$ cat src/hdl/acpf_pkg.sv
// ----------------------------------------------------------------------------
// acpf_pkg
// Shared types and constants of the atom contact pair finder.
// ----------------------------------------------------------------------------
`default_nettype none

package acpf_pkg;

  localparam int unsigned CoordW   = 25;
  localparam int unsigned ResW     = 15;
  localparam int unsigned ChainW   = 8;
  localparam int unsigned RowW     = 6;
  localparam int unsigned DistW    = 49;
  localparam int unsigned SumW     = 52;
  localparam int unsigned CutoffW  = 40;
  localparam int unsigned GapW     = 10;
  localparam int unsigned KeyW     = 2 * ResW + 2 * ChainW;
  localparam int unsigned IdxW     = 8;
  localparam int unsigned ResLimit = 63;

  localparam logic [1:0] ModeLoad  = 2'd0;
  localparam logic [1:0] ModeScan  = 2'd1;
  localparam logic [1:0] ModeClear = 2'd2;

  typedef enum logic [1:0] {
    OpLoad,
    OpScan,
    OpClear
  } op_e;

  // One classified command as it travels from the front to the back.
  typedef struct packed {
    op_e                       op;
    logic signed [CoordW-1:0]  x;
    logic signed [CoordW-1:0]  y;
    logic signed [CoordW-1:0]  z;
    logic signed [ResW-1:0]    res;
    logic [ChainW-1:0]         chain;
    logic [RowW-1:0]           row;
  } cmd_t;

  // One contact result.
  typedef struct packed {
    logic [RowW-1:0]  first_atom;
    logic [RowW-1:0]  second_atom;
    logic [DistW-1:0] dist_sq;
    logic             new_pair;
    logic [IdxW-1:0]  pair_index;
    logic             pair_overflow;
    logic             last;
  } result_t;

  typedef enum logic [3:0] {
    StIdle,
    StRow,
    StJChk,
    StDiff,
    StSq,
    StSum,
    StTest,
    StSrchRd,
    StSrchCmp,
    StPut,
    StFlush
  } state_e;

endpackage

`default_nettype wire

$ cat src/hdl/acpf_front.sv
// ----------------------------------------------------------------------------
// acpf_front
// Accepts input transfers, classifies the mode and queues commands.
// ----------------------------------------------------------------------------
`default_nettype none

module acpf_front (
  input  wire logic                clk_i,
  input  wire logic                rst_ni,
  input  wire logic                in_valid_i,
  output logic                     in_ready_o,
  input  wire logic [1:0]          in_mode_i,
  input  wire acpf_pkg::cmd_t      in_cmd_i,
  output logic                     cmd_valid_o,
  input  wire logic                cmd_ready_i,
  output acpf_pkg::cmd_t           cmd_o
);

  acpf_pkg::cmd_t slot_q [2];
  logic           wr_ptr_q, rd_ptr_q;
  logic [1:0]     fill_q;
  logic           push, pop, keep;
  acpf_pkg::cmd_t cls;

  // Mode 3 means nothing and is dropped here.
  always_comb begin
    cls  = in_cmd_i;
    keep = 1'b1;
    unique case (in_mode_i)
      acpf_pkg::ModeLoad:  cls.op = acpf_pkg::OpLoad;
      acpf_pkg::ModeScan:  cls.op = acpf_pkg::OpScan;
      acpf_pkg::ModeClear: cls.op = acpf_pkg::OpClear;
      default: begin
        cls.op = acpf_pkg::OpLoad;
        keep   = 1'b0;
      end
    endcase
  end

  assign in_ready_o  = (fill_q != 2'd2);
  assign cmd_valid_o = (fill_q != 2'd0);
  assign cmd_o       = slot_q[rd_ptr_q];
  assign push        = in_valid_i && in_ready_o && keep;
  assign pop         = cmd_valid_o && cmd_ready_i;

  always_ff @(posedge clk_i or negedge rst_ni) begin
    if (!rst_ni) begin
      wr_ptr_q <= 1'b0;
      rd_ptr_q <= 1'b0;
      fill_q   <= 2'd0;
    end else begin
      if (push) wr_ptr_q <= ~wr_ptr_q;
      if (pop)  rd_ptr_q <= ~rd_ptr_q;
      fill_q <= fill_q + 2'(push) - 2'(pop);
    end
  end

  always_ff @(posedge clk_i) begin
    if (push) slot_q[wr_ptr_q] <= cls;
  end

endmodule

`default_nettype wire

$ cat config.mk
export PLATFORM = sky130hd
export DESIGN_NAME = acpf_front
export DESIGN_NICKNAME = d
export VERILOG_FILES = /design/src/hdl/acpf_pkg.sv /design/src/hdl/acpf_front.sv
export SDC_FILE = /design/constraint.sdc
export NUM_CORES = 1
export LEC_CHECK = 0
export BUFFER_PORTS_ARGS = -buffer_cell sky130_fd_sc_hd__buf_2
export CAP_MARGIN = 0
export CORE_MARGIN = 2
export CORE_UTILIZATION = 45
export CTS_CLUSTER_DIAMETER = 30
export DETAILED_ROUTE_END_ITERATION = 7
export PLACE_DENSITY = 0.73
export SKIP_CTS_REPAIR_TIMING = 1
export SYNTH_ARGS = -nofsm -noshare
export SYNTH_HDL_FRONTEND = slang
export SYNTH_SLANG_ARGS = --single-unit
$ cat constraint.sdc
create_clock -name clk_i -period 14.85 [get_ports clk_i]
set_input_delay 0.7425 -clock clk_i [delete_from_list [all_inputs] [get_ports clk_i]]
set_output_delay 0.7425 -clock clk_i [all_outputs]
set_load 0.01 [all_outputs]
==> After elaboration in Yosys (flattened, before gate mapping) <==
Memory sizes are Yosys's and may differ from the RTL's.
Cells that the tools add are included.
{ "totals": {"regBits": 4, "ramBits": 212, "in_bits": 112, "wordCells": 21, "n_memories": 1} }
{ "op_classes": {"n_addsub": 2, "eq_ne": 3, "n_mux": 4, "bitwise_logic": 2, "reduce_logical": 6} }
{ "mem_list": {"columns": ["memory", "depth", "word_bits", "read_ports", "rd_clocked_by_memory_dff", "wr", "line_no", "source"], "rows": [
  ["slot_q", 2, 106, 1, 0, 1, "acpf_front.sv:19", "acpf_pkg::cmd_t slot_q [2];"]
]} }
{ "op_table": {"columns": ["cell", "count"], "rows": [
  ["$pmux W2 S2", 1],
  ["$logic_and A1 B1 Y1", 3],
  ["$mux W1", 3],
  ["$reduce_or A3 Y1", 1],
  ["$add A2 B1 Y2", 1],
  ["$eq A2 B1 Y1 const B", 1],
  ["$eq A2 B2 Y1 const B", 1],
  ["$logic_not A2 Y1", 1],
  ["$ne A2 B2 Y1 const B", 1],
  ["$not A1 Y1", 2],
  ["$reduce_bool A2 Y1", 1],
  ["$sub A2 B1 Y2", 1]
]} }

==> Depth between registers and ports, before layout <==
Gate-level depths: netlist of the first run.
{ "logic_depth": {"depth_word": 6, "ltp_mapped": 6, "mapped_depth_nobuf": 6} }

==> Worst setup path after synthesis of the first run <==
No wires, ideal clock.
{ "synth_path": {"path_type": "in2reg", "start": "input port in_valid_i", "end": "memory slot_q[0][0] in the netlist's numbering (enable)", "setup_ns": 0.572, "t_arrival_ns": 5.478, "path_slack_ns": 8.801, "cell_stages": 3, "path_buffers": 0, "path_cell_list": "a21boi_2 -> nand2_1 -> nor2_1"} }
{ "synth_via": {"elab_chain_cells": 4} }
{ "synth_lines": {"columns": ["element", "line_no", "source"], "rows": [
  ["start, declared", "acpf_front.sv:10", "input wire logic in_valid_i,"],
  ["$logic_and A1 B1 Y1 (2 in series)", "acpf_front.sv:43", "assign push = in_valid_i && in_ready_o && keep;"],
  ["$mux W1", "acpf_front.sv:59", "if (push) slot_q[wr_ptr_q] <= cls;"],
  ["$mux W1 (not written as such)", "acpf_front.sv:59", null],
  ["end, declared", "acpf_front.sv:19", null]
]} }
No other way between the ends.

==> report_table.html, run 1 <==
<table>
<tr><th>Metric</th><th>Value</th></tr>
<tr><th colspan="2">Outcome</th></tr>
<tr><td>Outcome</td><td>completed</td></tr>
<tr><th colspan="2">STA</th></tr>
<tr><td>Final Setup Violations</td><td>0</td></tr>
<tr><td>Post-route clock period utilization</td><td>0.242</td></tr>
<tr><td>Maximum clock rate</td><td>approximately 280 MHz</td></tr>
<tr><td>Post-route worst hold slack</td><td>approximately 0.057 ns</td></tr>
<tr><td>Count of final hold-check violations</td><td>0</td></tr>
<tr><td>Min Clock Period, post-route</td><td>between 3 and 4 ns</td></tr>
<tr><td>Clock tree skew after final layout</td><td>around 0.01 ns</td></tr>
<tr><td>Final count of pins violating max slew</td><td>0</td></tr>
<tr><td>Slack of the critical path</td><td>around 11 ns</td></tr>
<tr><td>Setup Total Neg Slack</td><td>0 ns</td></tr>
<tr><td>Worst rel slew slack</td><td>0.400</td></tr>
<tr><td>Actual slew at the worst max-slew pin</td><td>0.900 ns</td></tr>
<tr><td>RSZ-0062 raised after global routing</td><td>no</td></tr>
<tr><th colspan="2">Setup path</th></tr>
<tr><td>List of cells traversed by the critical path</td><td>buf_4, mux2_2, buf_2</td></tr>
<tr><td>Number of buffer and inverter instances along the worst setup path</td><td>2</td></tr>
<tr><td>Peak per-stage delay on the critical path</td><td>0.87 ns</td></tr>
<tr><td>Worst endpoint required time</td><td>14.11 ns</td></tr>
<tr><td>Crit Path Class</td><td>flop to primary output</td></tr>
<tr><td>Critical path's top delay family</td><td>buffers and inverters</td></tr>
<tr><td>Startpoint type of the worst setup path</td><td>flop</td></tr>
<tr><td>Worst path slowest cell</td><td>dfrtp_4</td></tr>
<tr><td>Endpoint class of the critical path</td><td>primary output</td></tr>
<tr><td>Crit path arrival time</td><td>between 2 and 3 ns</td></tr>
<tr><td>Maximum fanout encountered on the critical timing path</td><td>64</td></tr>
<tr><td>Register-to-register setup slack</td><td>roughly 12 ns</td></tr>
<tr><th colspan="2">CTS</th></tr>
<tr><td>H-tree level count</td><td>2</td></tr>
<tr><td>Clock buffer depth</td><td>3</td></tr>
<tr><td>TritonCTS buffer count</td><td>39</td></tr>
<tr><td>Clock tree from TritonCTS</td><td>yes</td></tr>
<tr><td>Clock latency at the later pin of the worst-skew pair</td><td>about 0.5 ns</td></tr>
<tr><td>Buffer type at the clock tree root</td><td>clkbuf_16</td></tr>
<tr><td>CTS Sinks</td><td>around 220</td></tr>
<tr><td>Clock transition at the register clock pins on the worst setup and hold paths after CTS</td><td>approximately 0.050 ns</td></tr>
<tr><th colspan="2">Place</th></tr>
<tr><td>Count of buffers inserted at the top-level ports</td><td>approximately 220</td></tr>
<tr><td>Cells after DPL</td><td>790</td></tr>
<tr><td>Pre-CTS WS</td><td>approximately 12 ns</td></tr>
<tr><td>Routability congestion estimate from global placement</td><td>around 0.74</td></tr>
<tr><td>HPWL after DPL</td><td>9480 um</td></tr>
<tr><th colspan="2">Synthesis</th></tr>
<tr><td>Number of unique standard cell types used by synthesis</td><td>22</td></tr>
<tr><td>Mean instance size in the synthesized netlist</td><td>approximately 22 um2</td></tr>
<tr><td>Part of the Yosys area used for sequential elements</td><td>0.807</td></tr>
<tr><td>Number of synthesis warnings</td><td>0</td></tr>
<tr><td>Number of nets in the synthesized netlist</td><td>~470</td></tr>
<tr><td>Flip-flop and latch count after synthesis</td><td>~220</td></tr>
<tr><td>Post-synthesis instance area</td><td>between 8000 and 9000 um2</td></tr>
<tr><td>Synthesized instance count</td><td>around 360</td></tr>
<tr><th colspan="2">Route</th></tr>
<tr><td>Total DRC errors in the routed layout</td><td>0</td></tr>
<tr><td>First drt pass iteration count</td><td>5</td></tr>
<tr><td>Routed WL per cell</td><td>between 15 and 20 um</td></tr>
<tr><td>Via Count</td><td>4130</td></tr>
<tr><td>Count of nets left with antenna violations after detail routing</td><td>0</td></tr>
<tr><td>Total wire length after detailed routing</td><td>around 15000 um</td></tr>
<tr><td>Violation count after the first detailed-route iteration</td><td>around 220</td></tr>
<tr><td>Via density per instance</td><td>approximately 4.8</td></tr>
<tr><th colspan="2">Global routing</th></tr>
<tr><td>Pin count of the biggest net entering global routing</td><td>between 60 and 70</td></tr>
<tr><td>GRT Residual Overflow</td><td>0</td></tr>
<tr><td>Overall routing resource usage</td><td>0.153</td></tr>
<tr><td>Number of global-route vias before repair</td><td>roughly 4.5k</td></tr>
<tr><td>Number of antenna violations at the first check in global routing</td><td>1</td></tr>
<tr><td>First-pass GRT wire length</td><td>22100 um</td></tr>
<tr><th colspan="2">Die</th></tr>
<tr><td>Floorplan die height</td><td>about 140 um</td></tr>
<tr><td>Area enclosed by the die boundary</td><td>between 15000 and 20000 um2</td></tr>
<tr><td>Core Footprint</td><td>17400 um2</td></tr>
<tr><td>Horizontal die dimension</td><td>between 100 and 150 um</td></tr>
<tr><td>Site Rows</td><td>48</td></tr>
<tr><td>Initial core utilization</td><td>0.461</td></tr>
<tr><td>Number of top-level pins</td><td>220</td></tr>
<tr><th colspan="2">Finish</th></tr>
<tr><td>Area growth from synthesis to layout</td><td>32.4%</td></tr>
<tr><td>Number of standard cells in the final layout excluding fillers</td><td>861</td></tr>
<tr><td>Layout cells sized above 1</td><td>0.624</td></tr>
<tr><td>Fillcell total</td><td>1264</td></tr>
<tr><td>Layout Nets</td><td>719</td></tr>
<tr><th colspan="2">Power and ir drop</th></tr>
<tr><td>Total Power</td><td>about 2200 uW</td></tr>
<tr><td>Worst vdd rail ir drop</td><td>about 120 uV</td></tr>
<tr><td>Power per Cell Area</td><td>slightly above 200 nW/um2</td></tr>
<tr><td>Leak Pwr</td><td>just over 0.004 uW</td></tr>
<tr><th colspan="2">Job</th></tr>
<tr><td>Max-cap check violation count</td><td>0</td></tr>
<tr><th colspan="2">Worst hold path</th></tr>
<tr><td>Min-delay worst type</td><td>primary input to asynchronous set/reset pin</td></tr>
</table>
-- worst paths after layout --
path | startpoint | endpoint | depth (start not counted)
min in group clk_i | in_cmd_i[37] | slot_q[1][37] | 1
worst max register to register | fill_q[0] | slot_q[1][104] | 3
worst min-delay path | rst_ni | wr_ptr_q | 1
worst min register to register | wr_ptr_q | wr_ptr_q | 1
max in group asynchronous | rst_ni | rd_ptr_q | 1
worst max-delay path | rd_ptr_q | cmd_o[57] | 3
-- kinds of logic after synthesis --
logic type	count (synthesis)	share of synthesized area
adders and majority gates	1	0.00156
muxes	106	0.163
buffers and inverters	12	0.0114
DFF	216	0.807
AOI/OAI and AO/OA	5	0.00422
xor gates and xnor gates	3	0.00328
and+or+nand+nor	13	0.00906
-- cell usage in the layout, fill, tap and decap left out, types with 2 or more instances in the layout --
cell        instances
clkinv_1            3
mux2_4             30
clkinv_4            5
clkinvlp_4          6
clkbuf_16          41
buf_4               4
buf_2             217
dfrtp_1             3
nor2b_1             2
xnor2_1             2
clkbuf_1            4
edfxtp_1          212
mux2_2             76
bufinv_16           3
clkinv_2            8
nand2_1             3
a21oi_1             2
-- cell usage after synthesis (all sizes together) --
cell      n  share of area
a211oi    1        0.00094
a21boi    1         0.0014
a21oi     2         0.0012
and2b     1        0.00094
and3      1        0.00078
buf      12          0.011
dfrtp     4          0.012
edfxtp  212           0.79
ha        1         0.0016
mux2    106           0.16
nand2     3         0.0014
nand2b    1        0.00078
nand3     1        0.00062
nor2      2        0.00094
nor2b     2         0.0016
nor3      1         0.0012
o21ai     1        0.00062
or2       1        0.00078
xnor2     2         0.0022
xor2      1         0.0011
-- flip-flops by register name (all words and copies together), names as in the netlist --
signal / flops
rd_ptr_q: 1
wr_ptr_q: 1
slot_q: 212
fill_q: 2
-- report_power, final --
part           internal [uW]  switching, uW  total (uW)
combinational            253            253         506
sequential               802           55.9         857
clock                    554            278         832
total                   1610            587        2200
-- metal layers --
metal | global-route usage | wire [um]
met5 | 0 | 0
met4 | 0.0573 | 306
met3 | 0.0648 | 1390
met2 | 0.266 | 7580
met1 | 0.165 | 5440
-- final cells by class --
class	count	area [um2]	share of cell area
Timing Repair Buffer	221	1120	0.105
Clock inverter	25	230	0.0217
Clock buffer	45	1040	0.0982
Multi-Input combinational cell	128	1460	0.138
Sequential cell	216	6470	0.610
Antenna cell	1	2.50	0.000236
Tap cell	225	282	0.0265
-- through the flow --
stage / util / area, um2
finish: 0.611 / 10600
global route: 0.611 / 10600
CTS: 0.611 / 10600
detailed placement: 0.538 / 9330
global placement: 0.538 / 9330
floorplan: - / 8010
Note: power is estimated with default switching activity, not from simulation.
==> run 2, diff against run 1 <==
clock period = 3.8 ns   (was 14.85 ns; I/O delays follow)
==> run 2 against run 1 <==
Against the previous run:
- first-iteration DRC count down 15%
- clock skew about the same
- highest routed layer unchanged
- largest power group unchanged
- wire length up 11%
==> report_table.html, run 2 (synthesized netlist as in run 1, its figures left out) <==
<table>
<tr><th>Metric</th><th>Value</th></tr>
<tr><th colspan="2">Die</th></tr>
<tr><td>Core Footprint</td><td>17400 um2</td></tr>
<tr><td>Site Rows</td><td>48</td></tr>
<tr><td>Area enclosed by the die boundary</td><td>18900 um2</td></tr>
<tr><td>Floorplan die height</td><td>around 140 um</td></tr>
<tr><td>Initial core utilization</td><td>0.461</td></tr>
<tr><td>Horizontal die dimension</td><td>137 um</td></tr>
<tr><td>Number of top-level pins</td><td>220</td></tr>
<tr><th colspan="2">CTS</th></tr>
<tr><td>Clock buffer depth</td><td>3</td></tr>
<tr><td>CTS Sinks</td><td>216</td></tr>
<tr><td>Clock transition at the register clock pins on the worst setup and hold paths after CTS</td><td>0.05 ns</td></tr>
<tr><td>TritonCTS buffer count</td><td>37</td></tr>
<tr><td>H-tree level count</td><td>2</td></tr>
<tr><td>Clock latency at the later pin of the worst-skew pair</td><td>between 0.4 and 0.5 ns</td></tr>
<tr><td>Clock tree from TritonCTS</td><td>yes</td></tr>
<tr><td>Buffer type at the clock tree root</td><td>clkbuf_16</td></tr>
<tr><th colspan="2">Finish</th></tr>
<tr><td>Area growth from synthesis to layout</td><td>45.3%</td></tr>
<tr><td>Leading cell types in the layout, fill and taps excluded</td><td>buf_2 (217), edfxtp_1 (212), dlygate4sd3_1 (105)</td></tr>
<tr><td>Layout Nets</td><td>about 820</td></tr>
<tr><td>Biggest register</td><td>slot_q</td></tr>
<tr><td>Largest registers ranked by flip-flop count</td><td>slot_q: 212 flops, fill_q: 2 flops</td></tr>
<tr><td>Final instance area</td><td>11600 um2</td></tr>
<tr><td>Max FFs per register</td><td>between 200 and 250</td></tr>
<tr><td>Commonest non-fill, non-tap cell in the layout</td><td>buf_2</td></tr>
<tr><td>Layout cells sized above 1</td><td>0.524</td></tr>
<tr><td>Number of standard cells in the final layout excluding fillers</td><td>approximately 960</td></tr>
<tr><th colspan="2">Route</th></tr>
<tr><td>Via density per instance</td><td>roughly 4.7</td></tr>
<tr><td>Highest metal used</td><td>met4</td></tr>
<tr><td>Routed wl met2</td><td>around 8500 um</td></tr>
<tr><td>First drt pass iteration count</td><td>4</td></tr>
<tr><td>Met1 routed wirelength after detailed routing</td><td>about 6100 um</td></tr>
<tr><td>Count of nets left with antenna violations after detail routing</td><td>0</td></tr>
<tr><td>Via Count</td><td>approximately 4.6k</td></tr>
<tr><td>Routed WL per cell</td><td>between 15 and 20 um</td></tr>
<tr><td>Violation count after the first detailed-route iteration</td><td>190</td></tr>
<tr><td>Met3 wire length</td><td>~1300 um</td></tr>
<tr><td>Total DRC errors in the routed layout</td><td>0</td></tr>
<tr><td>Total wire length after detailed routing</td><td>about 16000 um</td></tr>
<tr><th colspan="2">Setup path</th></tr>
<tr><td>Crit path arrival time</td><td>2.31 ns</td></tr>
<tr><td>Startpoint type of the worst setup path</td><td>flop</td></tr>
<tr><td>Maximum fanout encountered on the critical timing path</td><td>40</td></tr>
<tr><td>Worst endpoint required time</td><td>approximately 3.6 ns</td></tr>
<tr><td>Worst Reg2Reg Path Length in Cells</td><td>3</td></tr>
<tr><td>Endpoint class of the critical path</td><td>primary output</td></tr>
<tr><td>Crit Path Class</td><td>flop to primary output</td></tr>
<tr><th colspan="2">Power and ir drop</th></tr>
<tr><td>Fraction of power consumed by sequential logic</td><td>0.383</td></tr>
<tr><td>Internal power</td><td>between 6000 and 7000 uW</td></tr>
<tr><td>Clk pwr share</td><td>0.372</td></tr>
<tr><td>Gate power share</td><td>0.245</td></tr>
<tr><td>Power per Cell Area</td><td>about 750 nW/um2</td></tr>
<tr><td>Total Power</td><td>8690 uW</td></tr>
<tr><td>Leak Pwr</td><td>around 0.0045 uW</td></tr>
<tr><td>Proportion of total power due to net switching</td><td>0.263</td></tr>
<tr><td>Worst vdd rail ir drop</td><td>between 400 and 500 uV</td></tr>
<tr><td>Net switching power</td><td>approximately 2300 uW</td></tr>
<tr><th colspan="2">Job</th></tr>
<tr><td>Max-cap check violation count</td><td>0</td></tr>
<tr><th colspan="2">Place</th></tr>
<tr><td>Cell Area, Placed</td><td>~9400 um2</td></tr>
<tr><td>Routability congestion estimate from global placement</td><td>0.719</td></tr>
<tr><td>Cells after DPL</td><td>between 700 and 800</td></tr>
<tr><td>HPWL after DPL</td><td>~9300 um</td></tr>
<tr><td>Count of buffers inserted at the top-level ports</td><td>about 220</td></tr>
<tr><th colspan="2">STA</th></tr>
<tr><td>Final Setup Violations</td><td>0</td></tr>
<tr><td>Min Clock Period, post-route</td><td>2.50 ns</td></tr>
<tr><td>Post-route clock period utilization</td><td>0.657</td></tr>
<tr><td>Actual slew at the worst max-slew pin</td><td>between 1 and 1.5 ns</td></tr>
<tr><td>Final count of pins violating max slew</td><td>0</td></tr>
<tr><td>RSZ-0062 raised after global routing</td><td>no</td></tr>
<tr><td>Setup Total Neg Slack</td><td>0 ns</td></tr>
<tr><td>Worst rel slew slack</td><td>0.328</td></tr>
<tr><td>Maximum clock rate</td><td>approximately 400 MHz</td></tr>
<tr><td>Count of final hold-check violations</td><td>0</td></tr>
<tr><td>Clock tree skew after final layout</td><td>between 0.009 and 0.01 ns</td></tr>
<tr><th colspan="2">Global routing</th></tr>
<tr><td>First-pass GRT wire length</td><td>~22000 um</td></tr>
<tr><td>Pin count of the biggest net entering global routing</td><td>75</td></tr>
<tr><td>Overall routing resource usage</td><td>0.151</td></tr>
<tr><td>Number of global-route vias before repair</td><td>roughly 4.4k</td></tr>
<tr><td>GRT Residual Overflow</td><td>0</td></tr>
<tr><td>Number of antenna violations at the first check in global routing</td><td>0</td></tr>
<tr><th colspan="2">Outcome</th></tr>
<tr><td>Outcome</td><td>completed</td></tr>
<tr><th colspan="2">Worst hold path</th></tr>
<tr><td>Worst Hold Path Cells</td><td>3</td></tr>
<tr><td>Min-delay worst type</td><td>primary input to flop</td></tr>
</table>
## run 2: per-stage QoR
step                 util  hold slack, ns  worst slack (ns)
floorplan               -          -0.106             0.188
global placement    0.540        -0.00472              1.70
detailed placement  0.540        0.000896              1.61
CTS                 0.610          -0.526              1.24
global route        0.670          0.0252              1.15
finish              0.671          0.0142              1.30
## run 2: worst paths after layout
check,slack [ns],startpoint,to
worst max-delay path,1.30,rd_ptr_q,cmd_o[10]
worst min-delay path,0.01,cmd_ready_i,rd_ptr_q
worst max register to register,1.66,fill_q[0],slot_q[1][99]
worst min register to register,0.56,wr_ptr_q,wr_ptr_q
max in group asynchronous,3.61,rst_ni,rd_ptr_q
min in group asynchronous,0.05,rst_ni,fill_q[0]
## run 2: metal layers
metal  vias up  global-route usage
met5         -                   0
met1      2190               0.162
li1       2138                   -
met3        42              0.0684
met4         0              0.0596
met2       182               0.260
## run 2: layout make-up
type / instances / area, um2
Antenna cell: 1 / 2.50
Sequential cell: 216 / 6470
Clock buffer: 48 / 967
Fill cell: 1133 / 5720
Tap cell: 225 / 282
Multi-Input combinational cell: 128 / 1460
Timing Repair Buffer: 327 / 2200
Clock inverter: 19 / 255
## run 2: worst max-delay path, cell delays in order, from the launching register on
cell and delay (ns):
dfrtp_4 0.77, buf_4 0.47, mux2_2 0.39, buf_2 0.15
## run 2: power by group through the flow
| stage | clock network, uW | registers, uW | logic (uW) |
|---|---|---|---|
| floorplan | 0 | 3270 | 1440 |
| global placement | 0 | 3340 | 2030 |
| detailed placement | 0 | 3370 | 2060 |
| CTS | 3300 | 3340 | 2070 |
| global route | 3420 | 3370 | 2300 |
| finish | 3230 | 3330 | 2130 |
==> run 3, diff against run 2 <==
clock period = 2.4 ns   (was 3.8 ns; I/O delays follow)
==> run 3 against run 2 <==
Against the previous run:
- wire length up 0.37%
- sequential power increased by 55%
- cell count is 1.1% higher
- via count rose by 1.8%
- core utilization grew 1.5 points
- clock power up 76%
- non-clock buffer count increased by 4
- global-route usage is 0.16 points lower
- sequential share of layout area fell by 1.2 points
- hold slack improved by 0.11 ns
- clock skew rose by 0.0035 ns
- cell area increased by 2.3%
- critical endpoint is now cmd_o[7]
==> report_table.html, run 3 (synthesized netlist as in run 1, its figures left out) <==
<table>
<tr><th>Metric</th><th>Value</th></tr>
<tr><th colspan="2">STA</th></tr>
<tr><td>Clock tree skew after final layout</td><td>0.0134 ns</td></tr>
<tr><td>Maximum clock rate</td><td>~450 MHz</td></tr>
<tr><td>Final count of pins violating max slew</td><td>0</td></tr>
<tr><td>Post-route worst hold slack</td><td>roughly 0.12 ns</td></tr>
<tr><td>Final Setup Violations</td><td>0</td></tr>
<tr><td>Count of final hold-check violations</td><td>0</td></tr>
<tr><td>Setup Total Neg Slack</td><td>0 ns</td></tr>
<tr><td>Actual slew at the worst max-slew pin</td><td>approximately 0.75 ns</td></tr>
<tr><td>Min Clock Period, post-route</td><td>roughly 2.2 ns</td></tr>
<tr><td>Post-route clock period utilization</td><td>0.921</td></tr>
<tr><td>Worst rel slew slack</td><td>0.502</td></tr>
<tr><td>RSZ-0062 raised after global routing</td><td>no</td></tr>
<tr><td>Slack of the critical path</td><td>0.189 ns</td></tr>
<tr><th colspan="2">Global routing</th></tr>
<tr><td>Pin count of the biggest net entering global routing</td><td>between 100 and 150</td></tr>
<tr><td>GRT Residual Overflow</td><td>0</td></tr>
<tr><td>Layer with the highest usage</td><td>met2</td></tr>
<tr><td>Met3 track utilization from global routing</td><td>0.0589</td></tr>
<tr><td>Overall routing resource usage</td><td>0.149</td></tr>
<tr><td>First-pass GRT wire length</td><td>approximately 22000 um</td></tr>
<tr><td>Number of antenna violations at the first check in global routing</td><td>0</td></tr>
<tr><td>Met1 track demand over resource in global routing</td><td>0.158</td></tr>
<tr><td>Grt met2 use</td><td>0.267</td></tr>
<tr><td>Number of global-route vias before repair</td><td>about 4.5k</td></tr>
<tr><th colspan="2">CTS</th></tr>
<tr><td>Clock buffer depth</td><td>3</td></tr>
<tr><td>Buffer type at the clock tree root</td><td>clkbuf_16</td></tr>
<tr><td>TritonCTS buffer count</td><td>between 40 and 50</td></tr>
<tr><td>H-tree level count</td><td>2</td></tr>
<tr><td>Clock transition at the register clock pins on the worst setup and hold paths after CTS</td><td>0.04 ns</td></tr>
<tr><td>Clock tree from TritonCTS</td><td>yes</td></tr>
<tr><td>CTS Sinks</td><td>~220</td></tr>
<tr><td>Clock latency at the later pin of the worst-skew pair</td><td>around 0.50 ns</td></tr>
<tr><th colspan="2">Die</th></tr>
<tr><td>Number of top-level pins</td><td>220</td></tr>
<tr><td>Floorplan die height</td><td>137 um</td></tr>
<tr><td>Site Rows</td><td>48</td></tr>
<tr><td>Area enclosed by the die boundary</td><td>~19000 um2</td></tr>
<tr><td>Initial core utilization</td><td>0.461</td></tr>
<tr><td>Horizontal die dimension</td><td>around 140 um</td></tr>
<tr><td>Core Footprint</td><td>~17000 um2</td></tr>
<tr><th colspan="2">Route</th></tr>
<tr><td>Violation count after the first detailed-route iteration</td><td>166</td></tr>
<tr><td>Total DRC errors in the routed layout</td><td>0</td></tr>
<tr><td>Via density per instance</td><td>~4.8</td></tr>
<tr><td>Via Count</td><td>~4.6k</td></tr>
<tr><td>Total wire length after detailed routing</td><td>around 16000 um</td></tr>
<tr><td>First drt pass iteration count</td><td>4</td></tr>
<tr><td>Routed WL per cell</td><td>between 15 and 20 um</td></tr>
<tr><td>Count of nets left with antenna violations after detail routing</td><td>0</td></tr>
<tr><th colspan="2">Setup path</th></tr>
<tr><td>Worst endpoint required time</td><td>about 2.3 ns</td></tr>
<tr><td>Crit path capture</td><td>cmd_o[7]</td></tr>
<tr><td>Register-to-register setup slack</td><td>approximately 0.62 ns</td></tr>
<tr><td>Maximum fanout encountered on the critical timing path</td><td>~110</td></tr>
<tr><td>Reg-to-Reg Start</td><td>fill_q[0]</td></tr>
<tr><td>Worst Reg2Reg Path Length in Cells</td><td>4</td></tr>
<tr><td>List of cells traversed by the critical path</td><td>buf_12, mux2_2, buf_2</td></tr>
<tr><td>Reg-to-reg endpoint</td><td>slot_q[0][26]</td></tr>
<tr><td>Endpoint class of the critical path</td><td>primary output</td></tr>
<tr><td>Crit Path Class</td><td>flop to primary output</td></tr>
<tr><td>Startpoint type of the worst setup path</td><td>flop</td></tr>
<tr><td>Crit path arrival time</td><td>~2.1 ns</td></tr>
<tr><td>Worst path slowest cell</td><td>buf_12</td></tr>
<tr><td>Peak per-stage delay on the critical path</td><td>between 0.4 and 0.5 ns</td></tr>
<tr><td>Worst setup path startpoint</td><td>rd_ptr_q</td></tr>
<tr><th colspan="2">Worst hold path</th></tr>
<tr><td>Min-Delay Startpoint</td><td>in_valid_i</td></tr>
<tr><td>Min-delay worst type</td><td>primary input to flop</td></tr>
<tr><th colspan="2">Finish</th></tr>
<tr><td>Layout cells sized above 1</td><td>0.538</td></tr>
<tr><td>Layout Nets</td><td>between 800 and 900</td></tr>
<tr><td>Biggest register</td><td>slot_q</td></tr>
<tr><td>Largest registers ranked by flip-flop count</td><td>slot_q: 212 flops, fill_q: 2 flops</td></tr>
<tr><td>Area growth from synthesis to layout</td><td>48.7%</td></tr>
<tr><td>Max FFs per register</td><td>between 200 and 250</td></tr>
<tr><td>Leading cell types in the layout, fill and taps excluded</td><td>buf_2 (217), edfxtp_1 (212), dlygate4sd3_1 (109)</td></tr>
<tr><td>Commonest non-fill, non-tap cell in the layout</td><td>buf_2</td></tr>
<tr><th colspan="2">Power and ir drop</th></tr>
<tr><td>Leak Pwr</td><td>~0.0046 uW</td></tr>
<tr><td>Worst vdd rail ir drop</td><td>~860 uV</td></tr>
<tr><td>Power per Cell Area</td><td>1210 nW/um2</td></tr>
<tr><th colspan="2">Place</th></tr>
<tr><td>HPWL after DPL</td><td>roughly 9000 um</td></tr>
<tr><td>Count of buffers inserted at the top-level ports</td><td>~220</td></tr>
<tr><td>Pre-CTS WS</td><td>0.621 ns</td></tr>
<tr><td>Routability congestion estimate from global placement</td><td>0.723</td></tr>
<tr><th colspan="2">Job</th></tr>
<tr><td>Max-cap check violation count</td><td>0</td></tr>
<tr><th colspan="2">Outcome</th></tr>
<tr><td>Outcome</td><td>completed</td></tr>
</table>
[run 3: changes by cell type in the layout (fill, tap and decap cells not counted), sizes merged]
cell	delta
clkinvlp	+6
dlygate4sd3	+4
clkbuf	-2
clkinv	+2
inv	+1
[run 3: stage by stage]
stage / cell area [um2] / util / instances / power (uW)
floorplan: 8030 / - / 356 / 7460
global placement: 9400 / 0.542 / 791 / 8530
detailed placement: 9400 / 0.542 / 791 / 8640
CTS: 10800 / 0.623 / 865 / 14400
global route: 11900 / 0.686 / 974 / 15000
finish: 11900 / 0.686 / 975 / 14400
[run 3: how the worst min path moves through the flow]
stage	end	slack (ns)	cells after the start
global placement	rd_ptr_q	-0.07	1
global route	wr_ptr_q	0.13	4
finish	wr_ptr_q	0.12	4
detailed placement	rd_ptr_q	-0.06	1
CTS	rd_ptr_q	-0.59	1
floorplan	fill_q[0]	-0.18	0
[run 3: routing by layer]
metal	wire (um)	vias up	share of wire
li1	-	2155	-
met1	6010	2286	0.37
met2	8940	174	0.55
met3	1210	21	0.074
met4	233	0	0.014
met5	0	-	0
[run 3: report_power, final]
| group | total (uW) | leakage, uW | switching (uW) | internal (uW) |
|---|---|---|---|---|
| registers | 5150 | 0.00200 | 191 | 4960 |
| logic | 3560 | 0.00196 | 1810 | 1750 |
| clock network | 5700 | 0.000671 | 1800 | 3900 |
| total | 14400 | 0.00464 | 3790 | 10600 |
[run 3: cell type report]
type                    count  area (um2)
well taps                 225         282
diodes                      1        2.50
multi-input cells         128        1480
repair buffers            331        2260
clock buffers              46        1090
flip-flops and latches    216        6470
fillers                  1083        5450
clock inverters            28         322
[run 3: worst max-delay path: cells and delay by family (launching register included)]
| family | cells | cell delay, ns |
|---|---|---|
| buffers and inverters | 2 | 0.56 |
| flip-flops | 1 | 0.41 |
| multiplexers | 1 | 0.42 |
